$ cat src/hdl/assert_macros.svh
// Assertion helpers shared by the RTL; they sample on clk_i and
// stay quiet while rst_ni is low.
`ifndef ASSERT_MACROS_SVH
`define ASSERT_MACROS_SVH

`ifndef SYNTH
// Check a condition at every rising clock edge.
`define ASSERT_ALWAYS(label, expr) \
  label: assert property (@(posedge clk_i) disable iff (!rst_ni) (expr)) \
    else $error("assertion failed");
// Check that an antecedent is followed by a consequent in the next cycle.
`define ASSERT_NEXT(label, ante, cons) \
  label: assert property (@(posedge clk_i) disable iff (!rst_ni) (ante) |=> (cons)) \
    else $error("assertion failed");
`else
`define ASSERT_ALWAYS(label, expr)
`define ASSERT_NEXT(label, ante, cons)
`endif

`endif

$ cat src/hdl/bgct_pkg.sv
package bgct_pkg;

  // Timing constants
  localparam int unsigned MS_PER_MINUTE = 60000;
  localparam int unsigned SECOND_MS     = 1000;

  // Register widths
  localparam int unsigned CFG_IDX_W  = 3;
  localparam int unsigned CFG_DATA_W = 24;

  // Register reset values
  localparam logic [9:0]  DEBOUNCE_RST     = 10'd50;
  localparam logic [11:0] SHORT_PRESS_RST  = 12'd400;
  localparam logic [11:0] CLICK_WINDOW_RST = 12'd400;
  localparam logic [11:0] REFRESH_GAP_RST  = 12'd300;
  localparam logic [23:0] IDLE_TIMEOUT_RST = 24'd660000;
  localparam logic [3:0]  MAX_MINUTES_RST  = 4'd9;

  // State reset values
  localparam logic [31:0] WAKE_DEADLINE_RST = 32'd5000;
  localparam logic [1:0]  WAKE_EDGES_AWAKE  = 2'd2;

  // Register indexes
  typedef enum logic [CFG_IDX_W-1:0] {
    CFG_DEBOUNCE     = 3'd0,
    CFG_SHORT_PRESS  = 3'd1,
    CFG_CLICK_WINDOW = 3'd2,
    CFG_REFRESH_GAP  = 3'd3,
    CFG_IDLE_TIMEOUT = 3'd4,
    CFG_MAX_MINUTES  = 3'd5
  } cfg_reg_e;

  // Input word
  typedef struct packed {
    logic kind;
    logic pin_level;
  } in_word_t;

  // Result word
  typedef struct packed {
    logic [3:0]  minutes_chosen;
    logic        counting;
    logic [19:0] remaining_ms;
    logic        refresh;
    logic        expired;
    logic        sleep_request;
  } out_word_t;

  // Add two times, clamp at the top of the range
  function automatic logic [31:0] sat_add(input logic [31:0] a, input logic [31:0] b);
    logic [32:0] sum;
    sum = {1'b0, a} + {1'b0, b};
    return sum[32] ? 32'hFFFF_FFFF : sum[31:0];
  endfunction

  // Countdown length of a minute count in milliseconds
  function automatic logic [31:0] minute_ms(input logic [3:0] m);
    logic [35:0] prod;
    prod = 36'(MS_PER_MINUTE) * {32'd0, m};
    return prod[31:0];
  endfunction

endpackage

$ cat src/hdl/button_gesture_countdown_timer.sv
// One-button countdown timer controller.
// Input channel (in_valid_i / in_stall_o / in_data_i): one word per event,
// kind 0 is a millisecond tick, kind 1 a button pin edge with its level.
// Output channel (out_valid_o / out_stall_i / out_data_o): exactly one word
// per input word, in order: chosen minutes, countdown state, ms left, and
// refresh / expired / sleep_request strobes (strobes are 0 for edge words).
// Configuration (cfg_valid_i / cfg_ready_o / cfg_index_i / cfg_data_i):
// always ready; write only while no word is in flight. Unknown indexes
// are dropped.
// A word goes through one input register and then one result register.
// Throughput: one word per cycle while the receiver does not stall; the
// whole state update for a word is one pass of compare and add logic
// between the input and result registers.
// When the receiver stalls, the result register holds its word, the input
// register holds the next one, and in_stall_o rises while both are full.
// Reset (rst_ni low, asynchronous): registers go to their defaults, the
// timer is awake, idle and set to one minute; both stages empty.
module button_gesture_countdown_timer
  import bgct_pkg::*;
(
  input  logic                  clk_i,
  input  logic                  rst_ni,
  input  logic                  in_valid_i,
  output logic                  in_stall_o,
  input  in_word_t              in_data_i,
  output logic                  out_valid_o,
  input  logic                  out_stall_i,
  output out_word_t             out_data_o,
  input  logic                  cfg_valid_i,
  output logic                  cfg_ready_o,
  input  logic [CFG_IDX_W-1:0]  cfg_index_i,
  input  logic [CFG_DATA_W-1:0] cfg_data_i
);

`include "assert_macros.svh"

  // Configuration registers
  logic [9:0]  debounce_q;
  logic [11:0] short_press_q, click_window_q, refresh_gap_q;
  logic [23:0] idle_timeout_q;
  logic [3:0]  max_minutes_q;

  // Pipeline registers
  logic      in_valid_q, in_valid_d;
  in_word_t  in_word_q;
  logic      out_valid_q;
  out_word_t out_word_q, out_word_d;
  logic      load_out, proc, in_take;

  // Controller state
  logic [31:0] now_q, now_d;
  logic [31:0] wake_deadline_q, wake_deadline_d;
  logic [1:0]  wake_edges_q, wake_edges_d;
  logic        held_q, held_d;
  logic [31:0] press_time_q, press_time_d;
  logic [31:0] debounce_time_q, debounce_time_d;
  logic [7:0]  click_count_q, click_count_d;
  logic        click_pending_q, click_pending_d;
  logic [31:0] click_deadline_q, click_deadline_d;
  logic        running_q, running_d;
  logic [31:0] countdown_deadline_q, countdown_deadline_d;
  logic [31:0] second_mark_q, second_mark_d;
  logic        redraw_pending_q, redraw_pending_d;
  logic [31:0] redraw_guard_q, redraw_guard_d;
  logic [3:0]  minutes_q, minutes_d;

  // Shared intermediate values
  logic        press_now, held_mid;
  logic [31:0] press_mid, press_len, now_inc, left_ms;
  logic [7:0]  click_next;
  logic        refresh_s, expired_s, sleep_s;

  // Handshake: the result register frees up when empty or being taken
  assign load_out    = !out_valid_q || !out_stall_i;
  assign proc        = in_valid_q && load_out;
  assign in_stall_o  = in_valid_q && !load_out;
  assign in_take     = in_valid_i && !in_stall_o;
  assign cfg_ready_o = 1'b1;
  assign out_valid_o = out_valid_q;
  assign out_data_o  = out_word_q;

  always_comb begin
    in_valid_d = in_valid_q;
    if (in_take) begin
      in_valid_d = 1'b1;
    end else if (proc) begin
      in_valid_d = 1'b0;
    end
  end

  // Press registration and press length on an edge
  assign press_now  = !held_q && ((now_q - debounce_time_q) >= {22'd0, debounce_q});
  assign held_mid   = held_q || press_now;
  assign press_mid  = press_now ? now_q : press_time_q;
  assign press_len  = now_q - press_mid;
  assign click_next = (click_count_q != 8'hFF) ? click_count_q + 8'd1 : click_count_q;
  assign now_inc    = sat_add(now_q, 32'd1);

  // Advance the state by one word
  always_comb begin
    now_d                = now_q;
    wake_deadline_d      = wake_deadline_q;
    wake_edges_d         = wake_edges_q;
    held_d               = held_q;
    press_time_d         = press_time_q;
    debounce_time_d      = debounce_time_q;
    click_count_d        = click_count_q;
    click_pending_d      = click_pending_q;
    click_deadline_d     = click_deadline_q;
    running_d            = running_q;
    countdown_deadline_d = countdown_deadline_q;
    second_mark_d        = second_mark_q;
    redraw_pending_d     = redraw_pending_q;
    redraw_guard_d       = redraw_guard_q;
    minutes_d            = minutes_q;
    refresh_s            = 1'b0;
    expired_s            = 1'b0;
    sleep_s              = 1'b0;
    left_ms              = 32'd0;

    if (in_word_q.kind) begin
      // Pin edge: push out the idle deadline, ask for a redraw
      wake_deadline_d  = sat_add(now_q, {8'd0, idle_timeout_q});
      redraw_pending_d = 1'b1;
      if (wake_edges_q < WAKE_EDGES_AWAKE) begin
        // Swallow edges while waking up
        wake_edges_d = wake_edges_q + 2'd1;
      end else begin
        held_d = held_mid;
        if (press_now) begin
          press_time_d    = now_q;
          debounce_time_d = now_q;
        end
        if (in_word_q.pin_level && held_mid && (press_mid != now_q)) begin
          held_d = 1'b0;
          // Short press: count a click, open the window on the first one
          if (press_len < {20'd0, short_press_q}) begin
            click_count_d = click_next;
            if (click_next < 8'd2) begin
              click_deadline_d = sat_add(now_q, {20'd0, click_window_q});
            end
            click_pending_d = 1'b1;
          end
          // Long press: start or stop the countdown
          if (press_len > {20'd0, short_press_q}) begin
            if (!running_q) begin
              running_d            = 1'b1;
              countdown_deadline_d = sat_add(now_q, minute_ms(minutes_q));
            end else begin
              running_d = 1'b0;
            end
          end
        end
      end
    end else begin
      now_d = now_inc;

      // Close the click window and adjust the minutes
      if (click_pending_q && !running_q && (now_inc >= click_deadline_q)) begin
        if ((click_count_q == 8'd1) && (minutes_q < max_minutes_q)) begin
          minutes_d = minutes_q + 4'd1;
        end
        if ((click_count_q > 8'd1) && (minutes_q > 4'd1)) begin
          minutes_d = minutes_q - 4'd1;
        end
        click_pending_d  = 1'b0;
        click_count_d    = 8'd0;
        redraw_pending_d = 1'b1;
      end

      // Once-a-second countdown check
      if (running_q && (now_inc >= second_mark_q)) begin
        if (now_inc >= countdown_deadline_q) begin
          expired_s = 1'b1;
          running_d = 1'b0;
        end
        second_mark_d    = sat_add(now_inc, 32'(SECOND_MS));
        redraw_pending_d = 1'b1;
      end

      // Idle timeout: request sleep once
      if ((wake_deadline_q <= now_inc) && (wake_edges_q != 2'd0)) begin
        sleep_s      = 1'b1;
        wake_edges_d = 2'd0;
      end

      // Rate-limited refresh strobe
      if (redraw_pending_d && (redraw_guard_q < now_inc)) begin
        redraw_guard_d   = sat_add(now_inc, {20'd0, refresh_gap_q});
        redraw_pending_d = 1'b0;
        refresh_s        = 1'b1;
      end
    end

    // Time left, clamped to the field
    if (running_d && (countdown_deadline_d > now_d)) begin
      left_ms = countdown_deadline_d - now_d;
    end

    out_word_d.minutes_chosen = minutes_d;
    out_word_d.counting       = running_d;
    out_word_d.remaining_ms   = (left_ms > 32'h000F_FFFF) ? 20'hF_FFFF : left_ms[19:0];
    out_word_d.refresh        = refresh_s;
    out_word_d.expired        = expired_s;
    out_word_d.sleep_request  = sleep_s;
  end

  // Configuration writes
  always_ff @(posedge clk_i or negedge rst_ni) begin
    if (!rst_ni) begin
      debounce_q     <= DEBOUNCE_RST;
      short_press_q  <= SHORT_PRESS_RST;
      click_window_q <= CLICK_WINDOW_RST;
      refresh_gap_q  <= REFRESH_GAP_RST;
      idle_timeout_q <= IDLE_TIMEOUT_RST;
      max_minutes_q  <= MAX_MINUTES_RST;
    end else if (cfg_valid_i && cfg_ready_o) begin
      case (cfg_index_i)
        CFG_DEBOUNCE:     debounce_q     <= cfg_data_i[9:0];
        CFG_SHORT_PRESS:  short_press_q  <= cfg_data_i[11:0];
        CFG_CLICK_WINDOW: click_window_q <= cfg_data_i[11:0];
        CFG_REFRESH_GAP:  refresh_gap_q  <= cfg_data_i[11:0];
        CFG_IDLE_TIMEOUT: idle_timeout_q <= cfg_data_i[23:0];
        CFG_MAX_MINUTES:  max_minutes_q  <= cfg_data_i[3:0];
        default: ;
      endcase
    end
  end

  // Pipeline control
  always_ff @(posedge clk_i or negedge rst_ni) begin
    if (!rst_ni) begin
      in_valid_q  <= 1'b0;
      out_valid_q <= 1'b0;
    end else begin
      in_valid_q <= in_valid_d;
      if (load_out) begin
        out_valid_q <= proc;
      end
    end
  end

  // Payload registers
  always_ff @(posedge clk_i) begin
    if (in_take) begin
      in_word_q <= in_data_i;
    end
    if (proc) begin
      out_word_q <= out_word_d;
    end
  end

  // Controller state, committed when a word is processed
  always_ff @(posedge clk_i or negedge rst_ni) begin
    if (!rst_ni) begin
      now_q                <= 32'd0;
      wake_deadline_q      <= WAKE_DEADLINE_RST;
      wake_edges_q         <= WAKE_EDGES_AWAKE;
      held_q               <= 1'b0;
      press_time_q         <= 32'd0;
      debounce_time_q      <= 32'd0;
      click_count_q        <= 8'd0;
      click_pending_q      <= 1'b0;
      click_deadline_q     <= 32'd0;
      running_q            <= 1'b0;
      countdown_deadline_q <= 32'd0;
      second_mark_q        <= 32'd0;
      redraw_pending_q     <= 1'b0;
      redraw_guard_q       <= 32'd0;
      minutes_q            <= 4'd1;
    end else if (proc) begin
      now_q                <= now_d;
      wake_deadline_q      <= wake_deadline_d;
      wake_edges_q         <= wake_edges_d;
      held_q               <= held_d;
      press_time_q         <= press_time_d;
      debounce_time_q      <= debounce_time_d;
      click_count_q        <= click_count_d;
      click_pending_q      <= click_pending_d;
      click_deadline_q     <= click_deadline_d;
      running_q            <= running_d;
      countdown_deadline_q <= countdown_deadline_d;
      second_mark_q        <= second_mark_d;
      redraw_pending_q     <= redraw_pending_d;
      redraw_guard_q       <= redraw_guard_d;
      minutes_q            <= minutes_d;
    end
  end

  // Checks
  `ASSERT_ALWAYS(a_minutes_nonzero, minutes_q != 4'd0)
  `ASSERT_ALWAYS(a_wake_edges_range, wake_edges_q <= WAKE_EDGES_AWAKE)
  `ASSERT_ALWAYS(a_idle_no_time_left, !out_valid_q || out_word_q.counting || (out_word_q.remaining_ms == 20'd0))
  `ASSERT_ALWAYS(a_expired_stops, !out_valid_q || !out_word_q.expired || !out_word_q.counting)
  `ASSERT_NEXT(a_edge_no_strobes, proc && in_word_q.kind, out_valid_q && !out_word_q.refresh && !out_word_q.expired && !out_word_q.sleep_request)
  `ASSERT_ALWAYS(a_stall_only_when_full, !in_stall_o || (out_valid_q && out_stall_i))

endmodule
$ cat config.mk
export PLATFORM = sky130hd
export DESIGN_NAME = button_gesture_countdown_timer
export DESIGN_NICKNAME = d
export VERILOG_FILES = /design/src/hdl/bgct_pkg.sv /design/src/hdl/button_gesture_countdown_timer.sv
export VERILOG_INCLUDE_DIRS = /design/src /design/src/hdl
export SDC_FILE = /design/constraint.sdc
export NUM_CORES = 1
export LEC_CHECK = 0
export ABC_CLOCK_PERIOD_IN_PS = 11350
export BUFFER_PORTS_ARGS = -buffer_cell sky130_fd_sc_hd__buf_4
export CAP_MARGIN = 10
export CELL_PAD_IN_SITES_DETAIL_PLACEMENT = 1
export CELL_PAD_IN_SITES_GLOBAL_PLACEMENT = 1
export CORE_UTILIZATION = 45
export DETAILED_ROUTE_END_ITERATION = 10
export HOLD_SLACK_MARGIN = 0.08
export PLACE_DENSITY_LB_ADDON = 0.2
export SLEW_MARGIN = 15
export SYNTH_ARGS = -nofsm -noshare
export SYNTH_HDL_FRONTEND = slang
export SYNTH_SLANG_ARGS = --single-unit
$ cat constraint.sdc
create_clock -name clk_i -period 11.35 [get_ports clk_i]
set_clock_uncertainty 0.15 [all_clocks]
set_input_delay 0.5675 -clock clk_i [delete_from_list [all_inputs] [get_ports clk_i]]
set_output_delay 0.5675 -clock clk_i [all_outputs]
set_load 0.02 [all_outputs]
==> results of run 1 <==
-- per-stage QoR --
stage               setup WS, ns  TNS, ns  total power [mW]  cell area (um^2)  std cells
finish                   -0.2510   -3.685             8.662             37040       4898
floorplan                0.02234        0             4.721             31570       3649
detailed placement       -0.9814   -19.14             6.505             34590       4751
CTS                     -0.02243  -0.2005             8.508             36890       4889
global route             -0.7955   -15.47             9.202             37030       4895
global placement         -0.4733   -9.357             6.316             34590       4751
-- layout make-up --
| cell class | count | area share, % |
|---|---|---|
| multi-input cells | 2818 | 55.30 |
| repair buffers | 381 | 8.003 |
| flip-flops and latches | 380 | 26.17 |
| clock buffers | 69 | 3.753 |
| clock inverters | 19 | 0.5979 |
| inverters | 297 | 3.010 |
| well taps | 931 | 3.145 |
| diodes | 3 | 0.02027 |
-- cell usage in the layout (no fill, tap or decap), types with 24 or more instances in the layout --
master       n
and3_1      27
mux2_2      89
nor3_1      66
ha_1       365
mux2_1      29
a21oi_1    230
buf_4      350
nand2b_1    53
xor2_1      45
xnor2_1    154
a21o_1     110
nor2b_1     48
dfstp_2     27
o21a_1      32
nand2_1    400
a31oi_1     58
dfrtp_1    322
edfxtp_1    30
nand3_1     76
nor2_1     209
nand4_1     66
and2_1      24
clkbuf_16   48
mux2i_1     77
inv_1      292
o21bai_1    31
o21ai_0    231
o22a_1      58
-- flip-flops by register name (all words and copies together) (netlist names), 28 cells and up --
| signal | cells |
|---|---|
| click_deadline_q | 32 |
| countdown_deadline_q | 32 |
| debounce_time_q | 32 |
| now_q | 32 |
| out_data_o | 28 |
| press_time_q | 32 |
| redraw_guard_q | 32 |
| second_mark_q | 32 |
| wake_deadline_q | 32 |
-- power by group through the flow --
stage	combinational, mW	sequential [mW]	clock, mW
after floorplan	2.84	1.88	0
after global placement	4.44	1.88	0
after detailed placement	4.61	1.90	0
after CTS	5.01	1.88	1.62
after global routing	5.63	1.91	1.67
final	5.19	1.88	1.60
-- per-layer routing --
layer | up-vias | share of wire (%) | track usage [%]
met5 | - | 0 | 0
met4 | 0 | 4.6 | 15.95
met3 | 271 | 5.5 | 5.213
met2 | 852 | 48 | 60.71
met1 | 14950 | 42 | 44.70
li1 | 13540 | - | -
-- worst register-to-register path: cells and delay by family, from the launching register on --
| kind | cells | cell delay, ns |
|---|---|---|
| AO/OA/AOI/OAI | 28 | 4.97 |
| XOR/XNOR | 3 | 0.41 |
| adder cells (fa/ha/maj) | 6 | 1.56 |
| buffers and inverters | 15 | 1.62 |
| flip-flops | 1 | 0.42 |
| multiplexers | 1 | 0.19 |
| AND/OR/NAND/NOR | 12 | 2.03 |
-- cell families (layout without fill, tap and decap cells) --
logic type	after synthesis	count (layout)	synth area share (%)
AOI/OAI and AO/OA	952	952	19.42
DFF	380	380	30.81
xor gates and xnor gates	199	199	5.540
and+or+nand+nor	1083	1083	16.43
muxes	197	197	6.737
adders and majority gates	386	386	15.57
buffers and inverters	451	766	5.484
other	1	4	0.01192
-- repair_timing --
item	CTS	global route
gates cloned	3	1
setup endpoints to repair	20	20
gates resized for setup	73	17
hold endpoints to repair	108	0
hold buffers	18	0
buffers inserted	29	6
pin swaps	58	37
-- path summary, 6_finish.rpt --
check,to,slack [ns],depth (start not counted),start
worst min-delay path,short_press_q[2],0.11,3,cfg_data_i[2]
worst min register to register,press_time_q[14],0.32,2,press_time_q[14]
worst max-delay path,out_data_o[20],-0.25,65,now_q[4]
min in group asynchronous,wake_deadline_q[24],0.45,2,rst_ni
max in group asynchronous,wake_deadline_q[10],8.09,4,rst_ni
worst max register to register,out_data_o[20],-0.25,65,now_q[4]
==> key figures, run 1 <==
Worst setup path
  – CP Data Arrival Time: 11.81 ns
  – Slowest stage delay, CP: ~0.42 ns
  – WP buf/inv: 15
  – Critical path class: reg -> reg
  – Largest delay share family, worst path: compound AO/OA/AOI/OAI gates
  – Worst Path Required: 11.56 ns
  – CP Launch Type: flop
  – Critical path capture point type: flop
  – Worst Path Max Fanout: 6
  – Worst path slowest cell: dfrtp_2
  – Crit-path most repeated cell: buf_4

Status
  – Failing checks: setup timing
  – Outcome: finished, violations left

Yosys
  – Ys async rst share: 92.11%
  – Synth Register Bits: 380
  – Synth area leaders: dfrtp_1 26%, ha_1 15%, nand2_1 4.8%
  – Post-synth design cell area: about 0.031 mm^2
  – Synth cell types: 100
  – Post-synth net total: 4064
  – Mean instance size in the synthesized netlist: 8.622 um^2
  – Post-synth top flop: dfrtp_1
  – Most frequent cell after synthesis: nand2_1
  – Area leader, netlist: dfrtp_1
  – Number of synthesized flops with an enable pin: 30
  – Synth cell count leaders: 402 x nand2_1, 370 x ha_1, 323 x dfrtp_1
  – Gate Count Post-Synth: 3649
  – Sequential cell area fraction in the yosys report: 30.81%
  – Post-synth top area share: 25.69%
  – Synth warn: 0

Timing
  – Slew headroom: between 20% and 30%
  – Post-layout min period: 11.60 ns
  – Max Transition Viols Final: 0
  – Hold Vio Cnt, Final: 0
  – RSZ-0062 raised after global routing: true
  – Worst slew pin tran: 1.060 ns
  – Setup WS post-layout: -0.2510 ns
  – Fin crit share: 102.2%
  – Fmax: 0.08620 GHz
  – Fin Hold WS: between 0.1 and 0.15 ns
  – Final setup fails: 20

Routing
  – Post-Route WL: 126000 um
  – Drt pass-1 iters: 5
  – DRC Markers: 0
  – DR WL/cell: between 20 and 30 um
  – Initial DRC count: 1994
  – Vias: just under 30k
  – Vias/cell: 6.047
  – Antenna-violating nets left: 0

Die
  – Die H: 266.4 um
  – # rows: 96
  – Core ar.: 0.06883 mm^2
  – Die area: between 0.07 and 0.08 mm^2
  – I/O pin cnt: 65
  – Starting density of the core: 45.71%
  – Die width: 266.4 um

Pwr
  – Leak: 17.89 nW
  – Worst-case vdd ir drop: about 0.15 mV
  – Pwr/cell area: 233.9 mW/mm^2
  – Pint: 4.994 mW
  – NetSw: 3.668 mW
  – Flop pwr share: between 20% and 30%
  – Sw Share: 42.35%
  – Proportion of power drawn by combinational gates: 59.9%
  – Clk network pwr share: a little under a fifth

Clock network
  – H-tree Lvls: 2
  – Clock latency reported for the late side of the worst-skew pair: 0.61 ns
  – Clock sinks: 380
  – Clock slew at reported path FFs: 0.06 ns
  – TritonCTS clock tree: done
  – Root buffer cell: clkbuf_16
  – CTS buffer count: 48
  – CTS Buffer Depth: 3

Flow run
  – Max Cap Viol: 0

Layout
  – Reg area: 0.009694 mm^2
  – Area Growth Syn to Fin: 17.73%
  – Multi-input gate area: about 0.020 mm^2
  – Nets@finish: 4341
  – Share of layout cells above drive strength 1: roughly 17%
  – Fillers: around 8.1k
  – Final design utilization: 53.81%

Placed design
  – Detailed Place HPWL: 98730 um
  – Routability congestion estimate: 0.9812
  – IO buf count: 63

Global routing
  – Vias in the first global route: 31.52k
  – All-Layer GR Usage: 35.69%
  – Largest net degree at the start of global routing: 96
  – Gr ovfl total: 0
  – First-pass GRT wire length: 193200 um
  – Antenna violations before repair: 3

Min path
  – Hold Crit Class: in -> reg
Power figures use the tool's default switching activity.
==> run 2: changes to the inputs <==
Settings changed: BUFFER_PORTS_ARGS -buffer_cell sky130_fd_sc_hd__buf_4 to default, CORE_UTILIZATION 45 to 46, DONT_BUFFER_PORTS from default to 1.
==> run 2 against run 1 <==
The run still ends with setup timing left. Wire length is 3.7% lower. Clock power hardly changed. Largest power group unchanged. Register-to-register slack worse by 0.13 ns. Combinational power is 6.0% lower. Cell count is 3.5% lower. Setup slack worse by 0.13 ns. Global-route usage is 0.95 points lower.
==> key figures, run 2 (synthesized netlist as in run 1, its figures left out) <==
Status
  – Outcome: finished, violations left
  – Failing checks: setup timing

Timing
  – Final setup fails: 20
  – Hold Vio Cnt, Final: 0
  – Slew headroom: 29.11%
  – Post-layout min period: 11.73 ns
  – Fin crit share: 103.3%
  – RSZ-0062 raised after global routing: true
  – Fmax: between 0.08 and 0.09 GHz
  – Setup WS post-layout: -0.3786 ns
  – Max Transition Viols Final: 0
  – Worst slew pin tran: 1.054 ns

Worst setup path
  – R2R setup slack: -0.38 ns
  – Worst path slowest cell: dfrtp_2
  – WP buf/inv: 5
  – CP Data Arrival Time: 11.94 ns
  – Slowest stage delay, CP: about 0.43 ns
  – Largest delay share family, worst path: compound AO/OA/AOI/OAI gates
  – Critical path capture point type: flop
  – Worst Path Required: roughly 12 ns
  – Critical path class: reg -> reg
  – CP Launch Type: flop
  – Worst Path Max Fanout: 5

Clock network
  – CTS buffer count: 47
  – TritonCTS clock tree: done
  – Clock latency reported for the late side of the worst-skew pair: 0.62 ns
  – Clock sinks: 380
  – CTS Buffer Depth: 3
  – Root buffer cell: clkbuf_16
  – Clock slew at reported path FFs: 0.06 ns
  – H-tree Lvls: 2

Global routing
  – Vias in the first global route: 30.70k
  – Gr ovfl total: 0
  – Largest net degree at the start of global routing: between 300 and 400
  – Antenna violations before repair: 6
  – All-Layer GR Usage: between 30% and 40%
  – First-pass GRT wire length: 186100 um

Routing
  – DRC Markers: 0
  – DR WL/cell: 25.66 um
  – Vias: about 29k
  – Post-Route WL: between 100000 and 150000 um
  – Antenna-violating nets left: 0
  – Vias/cell: 6.155
  – Initial DRC count: approximately 2.1k
  – Drt pass-1 iters: 5

Die
  – Starting density of the core: 46.68%
  – Die width: around 260 um
  – Core ar.: 0.06740 mm^2
  – # rows: 95
  – Die H: 263.5 um
  – I/O pin cnt: 65
  – Die area: 0.06945 mm^2

Pwr
  – Leak: between 15 and 20 nW
  – Worst-case vdd ir drop: 0.1735 mV
  – Pwr/cell area: 232.3 mW/mm^2

Layout
  – Share of layout cells above drive strength 1: between 10% and 20%
  – Nets@finish: 4228
  – Area Growth Syn to Fin: 15.29%
  – Finished Cell Area: 0.03627 mm^2
  – Fillers: 7788
  – Layout Cells excl Fill: 4729
  – Commonest non-fill, non-tap cell in the layout: nand2_1
  – Final design utilization: 53.82%
  – Most frequent cells in the layout: 401 x nand2_1, 365 x ha_1, 322 x dfrtp_1, 294 x inv_1, 229 x o21ai_0

Placed design
  – Area after DPL: approximately 0.034 mm^2
  – Detailed Place HPWL: 91260 um
  – Dpl cells: 4568
  – Routability congestion estimate: 0.9807
  – IO buf count: 0

Min path
  – Hold Crit Class: in -> reg

Flow run
  – Max Cap Viol: 0
## run 2: cell types whose count changed in the layout (fill, tap and decap cells not counted), sizes merged
| cell | previous run | this run |
|---|---|---|
| clkinvlp | 3 | 2 |
| diode | 3 | 4 |
| clkinv | 14 | 13 |
| bufinv | 3 | 6 |
| clkbuf | 69 | 68 |
| buf | 363 | 239 |
| dlygate4sd3 | 18 | 30 |
## run 2: power breakdown
part,internal [mW],switching [mW],leakage [nW]
registers,1.70,0.234,4.76
clock network,0.954,0.655,0.791
logic,2.22,2.66,11.8
## run 2: layout make-up
type | instances | area, um^2 | area share, %
clock inverters | 20 | 295.3 | 0.8141
inverters | 297 | 1115 | 3.074
clock buffers | 68 | 1326 | 3.657
multi-input cells | 2818 | 20520 | 56.58
flip-flops and latches | 380 | 9694 | 26.73
repair buffers | 269 | 2216 | 6.109
diodes | 4 | 10.01 | 0.02760
well taps | 873 | 1092 | 3.011
## run 2: worst paths after layout
check / start / endpoint / cells after the start
hold reg to reg: press_time_q[15] / press_time_q[15] / 2
max in group asynchronous: rst_ni / countdown_deadline_q[21] / 4
min in group asynchronous: rst_ni / countdown_deadline_q[13] / 2
setup / recovery: now_q[4] / out_data_o[18] / 59
setup reg to reg: now_q[4] / out_data_o[18] / 59
hold / removal: cfg_index_i[1] / debounce_q[5] / 4
## run 2: tightest hold or removal path: stages
cell,delay [ns]
nor3b_2,0.02
buf_4,0.18
nand2_1,0.07
o21ai_0,0.08
## run 2: timing repair
item | 4_1_cts | 5_1_grt
resized for setup | 81 | 24
setup endpoints to repair | 20 | 20
pin swaps | 61 | 38
gates cloned | 4 | 0
buffers inserted | 23 | 10
hold buffers | 30 | 1
hold endpoints to repair | 430 | 46
## run 2: metrics by stage
| step | worst slack, ns | power, mW | setup TNS (ns) | hold slack, ns |
|---|---|---|---|---|
| after floorplan | 0.02234 | 4.721 | 0 | 0.1219 |
| after global placement | -0.3883 | 5.989 | -7.686 | 0.1354 |
| after detailed placement | -0.8639 | 6.189 | -16.99 | 0.1360 |
| after CTS | -0.04195 | 8.216 | -0.5515 | 0.1620 |
| after global routing | -0.9860 | 8.958 | -19.47 | 0.2180 |
| final | -0.3786 | 8.426 | -7.293 | 0.1791 |
## run 2: layer usage
layer | part of all wire, % | global-route usage, %
met1 | 44 | 46.36
met2 | 46 | 56.78
met3 | 5.9 | 4.864
met4 | 4.1 | 13.42
met5 | 0.022 | 0
